===== src/hdl/saq_pkg.sv =====
// Shared types and constants for the sorted alarm queue.
package saq_pkg;
  localparam int unsigned SecBits  = 32;
  localparam int unsigned MsBits   = 10;
  localparam int unsigned PresBits = 15;
  localparam int unsigned StatBits = 3;
  localparam int unsigned OutIdBits = 16;
  localparam int unsigned OutHdlBits = 8;

  typedef enum logic [1:0] {
    CMD_ADD    = 2'd0,
    CMD_CANCEL = 2'd1,
    CMD_FIRE   = 2'd2,
    CMD_NONE   = 2'd3
  } cmd_t;

  typedef enum logic [2:0] {
    ST_ADDED     = 3'd0,
    ST_PAST      = 3'd1,
    ST_FULL      = 3'd2,
    ST_CANCELLED = 3'd3,
    ST_IGNORED   = 3'd4,
    ST_FIRED     = 3'd5,
    ST_EMPTY     = 3'd6
  } status_t;

  // Operation broadcast to every cell for one cycle.
  typedef enum logic [1:0] {
    OP_HOLD   = 2'd0,
    OP_INSERT = 2'd1,
    OP_REMOVE = 2'd2
  } op_t;

  typedef enum logic [1:0] {
    S_IDLE = 2'd0,
    S_OUT  = 2'd1,
    S_FIRE = 2'd2
  } state_t;

  // True if time a is at or before time b.
  function automatic logic not_later(input logic [SecBits-1:0] as_v,
                                     input logic [MsBits-1:0] ams,
                                     input logic [SecBits-1:0] bs_v,
                                     input logic [MsBits-1:0] bms);
    not_later = (as_v == bs_v) ? (ams <= bms) : (as_v < bs_v);
  endfunction
endpackage


===== src/hdl/saq_cell.sv =====
// One queue slot: holds an entry and shifts with its neighbours.
module saq_cell #(
  parameter int unsigned ID_BITS = 16,
  parameter int unsigned HANDLE_BITS = 8
) (
  input  logic clk,
  input  logic rst,
  input  saq_pkg::op_t op,
  input  logic [saq_pkg::SecBits-1:0] new_sec,
  input  logic [saq_pkg::MsBits-1:0] new_ms,
  input  logic [ID_BITS-1:0] new_id,
  input  logic [HANDLE_BITS-1:0] new_hdl,
  input  logic [ID_BITS-1:0] kill_id,
  input  logic kill_en,
  // left neighbour
  input  logic left_valid,
  input  logic left_ins,
  input  logic left_hit,
  input  logic [saq_pkg::SecBits-1:0] left_sec,
  input  logic [saq_pkg::MsBits-1:0] left_ms,
  input  logic [ID_BITS-1:0] left_id,
  input  logic [HANDLE_BITS-1:0] left_hdl,
  // right neighbour
  input  logic right_valid,
  input  logic [saq_pkg::SecBits-1:0] right_sec,
  input  logic [saq_pkg::MsBits-1:0] right_ms,
  input  logic [ID_BITS-1:0] right_id,
  input  logic [HANDLE_BITS-1:0] right_hdl,
  output logic valid,
  output logic ins,
  output logic hit,
  output logic [saq_pkg::SecBits-1:0] sec,
  output logic [saq_pkg::MsBits-1:0] ms,
  output logic [ID_BITS-1:0] id,
  output logic [HANDLE_BITS-1:0] hdl
);
  import saq_pkg::*;

  // ins: new entry belongs here or further left; hit: matched id here or left
  always_comb begin
    ins = left_ins | ~valid | not_later(new_sec, new_ms, sec, ms);
    hit = left_hit | (kill_en & valid & (id == kill_id));
  end

  always_ff @(posedge clk) begin
    if (rst) begin
      valid <= 1'b0;
    end else begin
      case (op)
        OP_INSERT: begin
          if (left_valid) valid <= 1'b1;
        end
        OP_REMOVE: begin
          if (hit) valid <= right_valid;
        end
        default: ;
      endcase
    end
  end

  always_ff @(posedge clk) begin
    case (op)
      OP_INSERT: begin
        if (left_ins) begin
          sec <= left_sec; ms <= left_ms; id <= left_id; hdl <= left_hdl;
        end else if (ins) begin
          sec <= new_sec; ms <= new_ms; id <= new_id; hdl <= new_hdl;
        end
      end
      OP_REMOVE: begin
        if (hit) begin
          sec <= right_sec; ms <= right_ms; id <= right_id; hdl <= right_hdl;
        end
      end
      default: ;
    endcase
  end
endmodule


===== config.mk =====
export PLATFORM = sky130hd
export DESIGN_NAME = saq_cell
export DESIGN_NICKNAME = d
export VERILOG_FILES = /design/src/hdl/saq_pkg.sv /design/src/hdl/saq_cell.sv
export SDC_FILE = /design/constraint.sdc
export NUM_CORES = 1
export LEC_CHECK = 0
export BUFFER_PORTS_ARGS = -buffer_cell sky130_fd_sc_hd__buf_2
export CELL_PAD_IN_SITES_DETAIL_PLACEMENT = 0
export CELL_PAD_IN_SITES_GLOBAL_PLACEMENT = 1
export CORE_ASPECT_RATIO = 0.7
export CORE_MARGIN = 10
export CORE_UTILIZATION = 28
export DETAILED_ROUTE_END_ITERATION = 7
export PLACE_DENSITY_LB_ADDON = 0.1
export SLEW_MARGIN = 20
export SYNTH_ARGS = -nofsm -noshare
export SYNTH_HDL_FRONTEND = slang
export SYNTH_SLANG_ARGS = --single-unit

===== constraint.sdc =====
create_clock -name clk -period 3.7 [get_ports clk]
set_input_delay 0.74 -clock clk [delete_from_list [all_inputs] [get_ports clk]]
set_output_delay 0.74 -clock clk [all_outputs]
set_load 0.05 [all_outputs]

==> flow_summary.yaml, run 1 <==
run_status:
  status: "finished clean"
setup_path:
  cpPeakStageDelay_ns: 0.49
  cp-start-kind: "primary input"
  cp-end-kind: "primary output"
  r2r-end: "id[4]$_DFFE_PP_"
  cpLargestDelayFamily: "compound AO/OA/AOI/OAI gates"
  worstSetupStartpoint: "new_ms[5]"
  critPathArrivalTime_ns: 2.57
  cp.depth: 9
  slowest_stage: "a2111oi_0"
  r2r.worst_path.cells: 9
  path_class: "primary input to primary output"
  crit_required_ns: 2.96
  crit_chain: "buf_2 -> ha_1 -> a21oi_1 -> o21ai_0 -> a2111oi_0 -> buf_4 -> a21oi_1 -> o21ai_2 -> buf_2"
  reg2reg_slack_ns: 1.08
  endpoint: "ins"
  crit_path_max_fanout: 3
  path_buf_inv: 3
  reg2reg_from: "sec[7]$_DFFE_PP_"
placement:
  dp_cells: 972
  gp_congestion: 0.783
  dp_hpwl_um: 14700
  placed_area_um2: 6380
  port_buffers: 291
  place_ws_ns: 0.314
sta:
  finalSetupViolations: 0
  fmax_mhz: 302
  slew_violations: 0
  final_hold_viol_count: 0
  rsz0062_at_grt: "false"
  fin_hold_ws_ns: 0.560
  setup_slack_ns: 0.394
  finalSetupTns_ns: 0
  fin_skew_ns: 0.00754
  period_share_pct: 89.4
  period_minus_slack_ns: 3.31
  tightest_slew_ns: 0.827
  slew_headroom_pct: 44.9
layout:
  post-route-util_pct: 41.2
  regArea_um2: 2000
  n_fill_cell: 1673
  fin_area_um2: 6730
  areaGrowthSynthToFinish_pct: 44.3
  antenna_cells: 0
  multiInputGateArea_um2: 2420
  drive_gt1_share_pct: 41.4
  stdcell_count: 988
  nets: 1023
clocking:
  clock_path_buffers: 2
  cts_tree: "built"
  cts_made_buffers: 9
  postCtsHoldBufs: 0
  cts_root_buf: "clkbuf_16"
  h-tree-depth: 3
  clk_pin_slew_worst_paths_ns: 0.06
  clk_latency_ns: 0.34
  clock_sinks: 67
  cts_resized: 0
  post_cts_buffers: 0
grt:
  grt_usage_pct: 15.4
  grt_max_degree: 133
  grt_pass1_wl_um: 27000
  antenna_found_initial: 4
  gr-total-overflow: 0
  grt_pass1_vias: 4937
detailed_routing:
  ant_nets: 0
  wl_per_cell_um: 17.9
  routed_wl_um: 17700
  dr.pass1.iters: 4
  drc: 0
  vias: 4427
  viasPerCell: 4.48
  drt_iter0_drc: 154
synthesis:
  synth-seq-cells: 67
  mappedNetlistArea_um2: 4660
  yosysTopAreaCell: "edfxtp_1"
  syn_inst: 473
  ys_types: 33
  ys_top_cells_by_area: "edfxtp_1, mux2i_1, ha_1"
  ys_top_cells_by_count: "nand2_1, o21ai_0, edfxtp_1, mux2i_1, inv_1"
  yosysMostFrequentCell: "nand2_1"
  yosys_warnings: 0
  syn_nets: 738
  synth-async-reset-ratio_pct: 0
  netlist.area_leader.share_pct: 42.5
  ys_seq_area_share_pct: 42.9
  avgSynthCellArea_um2: 9.86
  ys.flop_type: "edfxtp_1"
  synth-edff-count: 66
floorplanning:
  die_width_um: 174
  die_h_um: 128
  initial_utilization_pct: 28.5
  core_um2: 16300
  num_io_pins: 292
  fp-row-count: 39
  die_area_um2: 22300
pwr:
  cellLeakagePower_nw: 3.33
  powerDensity_nw_per_um2: 393
  peakVddDrop_mv: 0.227
  p_total_mw: 2.65
run:
  maxCapViolCount: 0
min_path:
  hp-class: "primary input to flop"
[cell usage in the layout (no fill, tap or decap), types with 4 or more instances in the layout]
cell type and instances:
nand3_1 4, edfxtp_1 66, nor2_1 4, inv_1 44
nand4_1 7, buf_2 290, o21ai_0 72, mux2i_1 66
and4_1 5, ha_1 42, xor2_1 15, clkbuf_16 9
a21oi_1 15, nand2_1 76, buf_4 5
[sequential cells by signal, indices dropped and copies added (netlist names)]
register,count
sec,32
id,16
ms,10
hdl,8
valid,1
[logic make-up after synthesis]
logic type / share of synthesized area (%)
fa+ha+maj: 11.3
flops: 42.9
xor+xnor: 3.00
mux: 14.2
buf+inv: 5.55
compound gates: 12.6
simple gates: 10.5
[area by class of cell]
class / instances / share of cell area, %
timing repair buffer: 297 / 22.6
tap: 225 / 4.18
multi-input combinational: 339 / 35.9
inverter: 44 / 2.45
clock buffer: 9 / 3.35
clock inverter: 7 / 1.73
sequential: 67 / 29.8
[metal layers]
metal | routed length (um) | vias to the layer above | global-route usage [%]
li1 | - | 2273 | -
met4 | 178 | 8 | 3.91
met2 | 8250 | 176 | 25.9
met5 | 53 | - | 0
met3 | 1890 | 18 | 8.09
met1 | 7310 | 1952 | 16.8
[worst min-delay path by stage]
stage	startpoint	endpoint	slack (ns)	cells after the start
5_1_grt	rst	valid$_SDFFE_PP0P_	0.55	2
3_3_place_gp	valid$_SDFFE_PP0P_	valid$_SDFFE_PP0P_	0.61	2
2_1_floorplan	valid$_SDFFE_PP0P_	valid$_SDFFE_PP0P_	0.81	2
3_5_place_dp	valid$_SDFFE_PP0P_	valid$_SDFFE_PP0P_	0.61	2
6_report	rst	valid$_SDFFE_PP0P_	0.56	2
4_1_cts	rst	valid$_SDFFE_PP0P_	0.54	2
[worst register-to-register path: cells and delay by family, from the launching register on]
kind,cells,cell delay [ns]
flip-flops,1,0.40
buffers and inverters,2,0.40
adder cells (fa/ha/maj),1,0.25
AO/OA/AOI/OAI,6,1.22
[power breakdown]
part           internal, mW  total [mW]  switching [mW]
sequential            0.916       0.947          0.0309
clock                 0.657       0.997           0.340
combinational         0.250       0.702           0.453
No activity file was read; power rests on OpenSTA's default activity.
==> run 2: changes to the inputs <==
Settings changed: REMOVE_ABC_BUFFERS set to 1.
==> run 2 against run 1 <==
Sequential share of layout area barely moved. Critical path type unchanged. Count of clock-buffer cells in the layout did not move. Critical path depth fell by 1. Routed wire length fell by 3.6%. First-iteration DRC count fell by 5.2%. Die area did not move. Fmax fell by 4.3%. Largest power group is now sequential cells.
==> flow_summary.yaml, run 2 (same netlist as run 1, synthesis figures left out) <==
floorplanning:
  die_area_um2: 22300
  die_width_um: 174
  num_io_pins: 292
  fp-row-count: 39
  initial_utilization_pct: 28.5
  die_h_um: 128
  core_um2: 16300
grt:
  gr-total-overflow: 0
  grt_pass1_vias: 4646
  grt_util_met1_pct: 17.9
  use_met3_pct: 6.53
  grt_max_degree: 79
  antenna_found_initial: 2
  grt_usage_pct: 14.6
  use_met2_pct: 22.9
  top_usage_layer: "met2"
  grt_pass1_wl_um: 25600
layout:
  layout_commonest_cell: "buf_2"
  n_fill_cell: 1646
  post-route-util_pct: 41.1
  drive_gt1_share_pct: 41.5
  nets: 1024
  stdcell_count: 990
  layout_common_cells: "buf_2, nand2_1, o21ai_0"
  largest_reg_flops: 32
  fin_area_um2: 6720
  largestRegisters: "sec: 32 flops, id: 16 flops, ms: 10 flops"
  top_register: "sec"
  areaGrowthSynthToFinish_pct: 44.2
clocking:
  cts_tree: "built"
  cts_made_buffers: 9
  post_cts_buffers: 0
  clock_path_buffers: 2
  clk_latency_ns: 0.34
  cts_root_buf: "clkbuf_16"
  clk_pin_slew_worst_paths_ns: 0.06
  postCtsHoldBufs: 0
  h-tree-depth: 3
  cts_resized: 0
  clock_sinks: 67
placement:
  dp_cells: 973
  dp_hpwl_um: 14500
  placed_area_um2: 6400
  port_buffers: 291
  gp_congestion: 0.825
  place_ws_ns: 0.231
pwr:
  p_total_mw: 2.57
  peakVddDrop_mv: 0.151
  powerDensity_nw_per_um2: 383
  cellLeakagePower_nw: 3.32
sta:
  finalSetupViolations: 0
  fin_hold_ws_ns: 0.571
  period_minus_slack_ns: 3.46
  setup_slack_ns: 0.245
  finalSetupTns_ns: 0
  slew_headroom_pct: 54.6
  tightest_slew_ns: 0.680
  period_share_pct: 93.4
  fmax_mhz: 289
  slew_violations: 0
  fin_skew_ns: 0.00706
  rsz0062_at_grt: "false"
  final_hold_viol_count: 0
setup_path:
  crit_required_ns: 2.96
  cp-end-kind: "primary output"
  critPathArrivalTime_ns: 2.72
  cp-start-kind: "primary input"
  path_class: "primary input to primary output"
  crit_path_max_fanout: 4
detailed_routing:
  ant_nets: 0
  drt_iter0_drc: 146
  drc: 0
  dr.pass1.iters: 4
  viasPerCell: 4.45
  wl_per_cell_um: 17.2
  routed_wl_um: 17000
  vias: 4410
min_path:
  hp-class: "primary input to flop"
run:
  maxCapViolCount: 0
run_status:
  status: "finished clean"
==> run 2: cell types whose count changed in the layout (fill, tap and decap cells not counted) <==
| cell | before | now |
|---|---|---|
| clkinv_4 | 2 | 1 |
| bufinv_16 | 3 | 2 |
| buf_12 | 1 | 2 |
| diode_2 | 0 | 1 |
| clkinvlp_4 | 0 | 2 |
| buf_6 | 1 | 0 |
| buf_4 | 5 | 6 |
==> run 2: power by group <==
part,total [mW],switching [mW],internal (mW)
clock network,0.922,0.334,0.587
registers,0.946,0.0297,0.916
logic,0.705,0.453,0.252
total,2.57,0.817,1.76
==> run 2: cell type report <==
type	instances	area (um^2)	area share, %
Multi-Input combinational cell	339	2420	36.0
Sequential cell	67	2000	29.8
Timing Repair Buffer	298	1540	22.9
Tap cell	225	282	4.19
Clock buffer	9	225	3.35
Inverter	44	165	2.46
Clock inverter	7	92.6	1.38
Antenna cell	1	2.50	0.0372
==> run 2: final timing paths <==
| kind | slack (ns) | startpoint | to | cells after the start |
|---|---|---|---|---|
| max | 0.24 | new_sec[19] | ins | 8 |
| min reg2reg | 0.61 | valid$_SDFFE_PP0P_ | valid$_SDFFE_PP0P_ | 2 |
| min | 0.57 | rst | valid$_SDFFE_PP0P_ | 2 |
| max reg2reg | 0.92 | sec[23]$_DFFE_PP_ | sec[17]$_DFFE_PP_ | 9 |
==> run 2: routing by layer <==
metal,vias up,part of all wire [%]
li1,2275,-
met1,1935,45
met2,181,45
met3,17,9.1
met4,2,1.2
met5,-,0.041
==> run 2: critical path, stage by stage <==
cell and delay [ns]:
buf_2 0.12, ha_1 0.32, and4_1 0.21, and4_1 0.28
a31oi_1 0.27, o211ai_1 0.23, o21ai_2 0.24, buf_2 0.30
==> run 3: changes to the inputs <==
Settings changed: ABC_AREA set to 1, CORE_UTILIZATION 28 to 27.
==> run 3 against run 2 <==
Final cell count grew 16%. Area after synthesis grew 3.2%. Routed wire length grew 15%. First-iteration DRC count grew 68%. Total power grew 2.1%. Register-to-register slack gained 0.37 ns. Worst setup slack gained 0.52 ns. Synthesized cell count grew 34%. Flip-flop and latch count is the same. Sequential power is essentially flat. Utilization shrank 1.6 points. Largest power group unchanged. Highest routed layer unchanged. Fmax grew 18%.
==> flow_summary.yaml, run 3 <==
run_status:
  status: "finished clean"
grt:
  grt_pass1_wl_um: 29800
  grt_max_degree: 68
  gr-total-overflow: 0
  grt_usage_pct: 15.8
  antenna_found_initial: 8
  grt_pass1_vias: 5373
floorplanning:
  die_h_um: 132
  die_area_um2: 23600
  die_width_um: 180
  initial_utilization_pct: 27.8
  core_um2: 17300
  fp-row-count: 40
  num_io_pins: 292
min_path:
  min_from: "valid$_SDFFE_PP0P_"
  hp-class: "flop to flop"
  hold_end: "valid$_SDFFE_PP0P_"
  hold_depth: 4
detailed_routing:
  ant_nets: 0
  drt_iter0_drc: 245
  dr.pass1.iters: 4
  routed_wl_um: 19500
  wl_per_cell_um: 16.9
  vias: 5149
  drc: 0
  viasPerCell: 4.47
clocking:
  cts_root_buf: "clkbuf_16"
  cts_tree: "built"
  clock_sinks: 67
  clk_pin_slew_worst_paths_ns: 0.06
  postCtsHoldBufs: 0
  clock_path_buffers: 2
  cts_resized: 0
  cts_made_buffers: 9
  clk_latency_ns: 0.33
  post_cts_buffers: 0
  h-tree-depth: 3
sta:
  tightest_slew_ns: 0.828
  fmax_mhz: 341
  finalSetupTns_ns: 0
  fin_hold_ws_ns: 0.651
  fin_skew_ns: 0.00513
  period_minus_slack_ns: 2.93
  final_hold_viol_count: 0
  slew_headroom_pct: 44.8
  slew_violations: 0
  period_share_pct: 79.3
  finalSetupViolations: 0
  rsz0062_at_grt: "false"
synthesis:
  synthSimpleGateAreaFrac_pct: 20.6
  ys_top_cells_by_count: "a21oi_1, nand2_1, nor2_1"
  netlist.area_leader.share_pct: 41.2
  synthXorXnorAreaFrac_pct: 0.728
  synth-seq-cells: 67
  synth_top_family_by_area: "simple AND/OR/NAND/NOR gates"
  ys.flop_type: "edfxtp_1"
  synthMuxAreaShare_pct: 0
  yosys_warnings: 0
  syn_inst: 632
  mappedNetlistArea_um2: 4810
  avgSynthCellArea_um2: 7.61
  synth-async-reset-ratio_pct: 0
  ys_top_cells_by_area: "edfxtp_1, a21oi_1, ha_1"
  ys_seq_area_share_pct: 41.6
  ys_types: 27
  synth_compound_area_share_pct: 17.6
  synth-edff-count: 66
  yosysTopAreaCell: "edfxtp_1"
  yosysMostFrequentCell: "a21oi_1"
  synth_fa_ha_area_share_pct: 10.9
setup_path:
  r2r.worst_path.cells: 14
  cp.depth: 12
  critPathArrivalTime_ns: 2.19
  cpPeakStageDelay_ns: 0.28
  reg2reg_slack_ns: 1.29
  cpMostUsedCell: "nand2_2"
  crit_path_max_fanout: 2
  slowest_stage: "ha_1"
  cp-start-kind: "primary input"
  reg2reg_from: "sec[5]$_DFFE_PP_"
  crit_required_ns: 2.96
  cp-end-kind: "primary output"
  cpLargestDelayFamily: "simple AND/OR/NAND/NOR gates"
  crit_chain: "buf_2 -> ha_1 -> nand2_1 -> nor2_1 -> nand2_1 -> nor2_2 -> nand2_2 -> nand3_1 -> nor2_1 -> nand2_2 -> nand2_2 -> buf_2"
  r2r-end: "sec[15]$_DFFE_PP_"
  path_class: "primary input to primary output"
  path_buf_inv: 2
layout:
  n_fill_cell: 1886
  layout_common_cells: "buf_2, a21oi_1, nand2_1"
  layout_commonest_cell: "buf_2"
  largest_reg_flops: 32
  areaGrowthSynthToFinish_pct: 42.1
  stdcell_count: 1153
  nets: 1177
  drive_gt1_share_pct: 36.5
  largestRegisters: "sec: 32 flops, id: 16 flops, ms: 10 flops"
  top_register: "sec"
placement:
  gp_congestion: 0.808
  dp_hpwl_um: 15500
  port_buffers: 291
  dp_cells: 1132
pwr:
  powerDensity_nw_per_um2: 384
  peakVddDrop_mv: 0.151
  cellLeakagePower_nw: 3.48
run:
  maxCapViolCount: 0
==> run 3: layout make-up <==
| type | count | area [um^2] | area share, % |
|---|---|---|---|
| Antenna cell | 5 | 12.5 | 0.183 |
| Clock buffer | 9 | 225 | 3.29 |
| Clock inverter | 7 | 92.6 | 1.35 |
| Inverter | 75 | 282 | 4.12 |
| Multi-Input combinational cell | 462 | 2410 | 35.2 |
| Sequential cell | 67 | 2000 | 29.3 |
| Tap cell | 231 | 289 | 4.23 |
| Timing Repair Buffer | 297 | 1530 | 22.3 |
==> run 3: kinds of logic (layout without fill, tap and decap cells) <==
logic type      count (synthesis)  in the layout
other cells                     0              5
compound gates                165            165
xor+xnor                        4              4
simple gates                  251            251
fa+ha+maj                      42             42
buf+inv                       103            388
flops                          67             67
==> run 3: worst register-to-register path, cell delays in order, from the launching register on <==
cell and delay (ns):
edfxtp_1 0.39, inv_1 0.09, ha_1 0.24, nand2_1 0.08, nor2_1 0.05, nand2_1 0.14
nor2_2 0.05, nand2_2 0.07, nand3_1 0.08, nor2_1 0.12, nand2_2 0.06, nand2_2 0.09
nand2_1 0.09, nand2_4 0.29, buf_12 0.25
==> run 3: stage by stage <==
step / instance area, um^2 / util [%] / setup slack, ns / power, mW
after floorplan: 4680 / - / -0.911 / 1.42
after global placement: 6510 / 37.6 / 0.738 / 1.71
after detailed placement: 6510 / 37.6 / 0.739 / 1.72
after CTS: 6830 / 39.4 / 0.733 / 2.67
after global routing: 6840 / 39.5 / 0.602 / 2.79
final: 6840 / 39.5 / 0.765 / 2.63
==> run 3: how the worst max path moves through the flow <==
stage                      startpoint                to  slack [ns]
after floorplan                 op[0]  hdl[0]$_DFFE_PP_       -0.91
after global placement    new_sec[27]               ins        0.74
after detailed placement   new_sec[7]               ins        0.74
after CTS                  new_sec[7]               ins        0.73
after global routing       new_sec[7]               ins        0.60
final                      new_sec[7]               ins        0.77
==> run 3: per-layer routing <==
layer	wire, um	GRT usage [%]
met5	33	0
met1	8780	19.2
met4	321	4.35
met2	8560	24.7
met3	1830	6.91
==> run 3: where the power goes <==
part           internal (mW)  switching [mW]  total (mW)
logic                  0.251           0.498       0.749
registers              0.916          0.0297       0.945
clock network          0.588           0.345       0.932
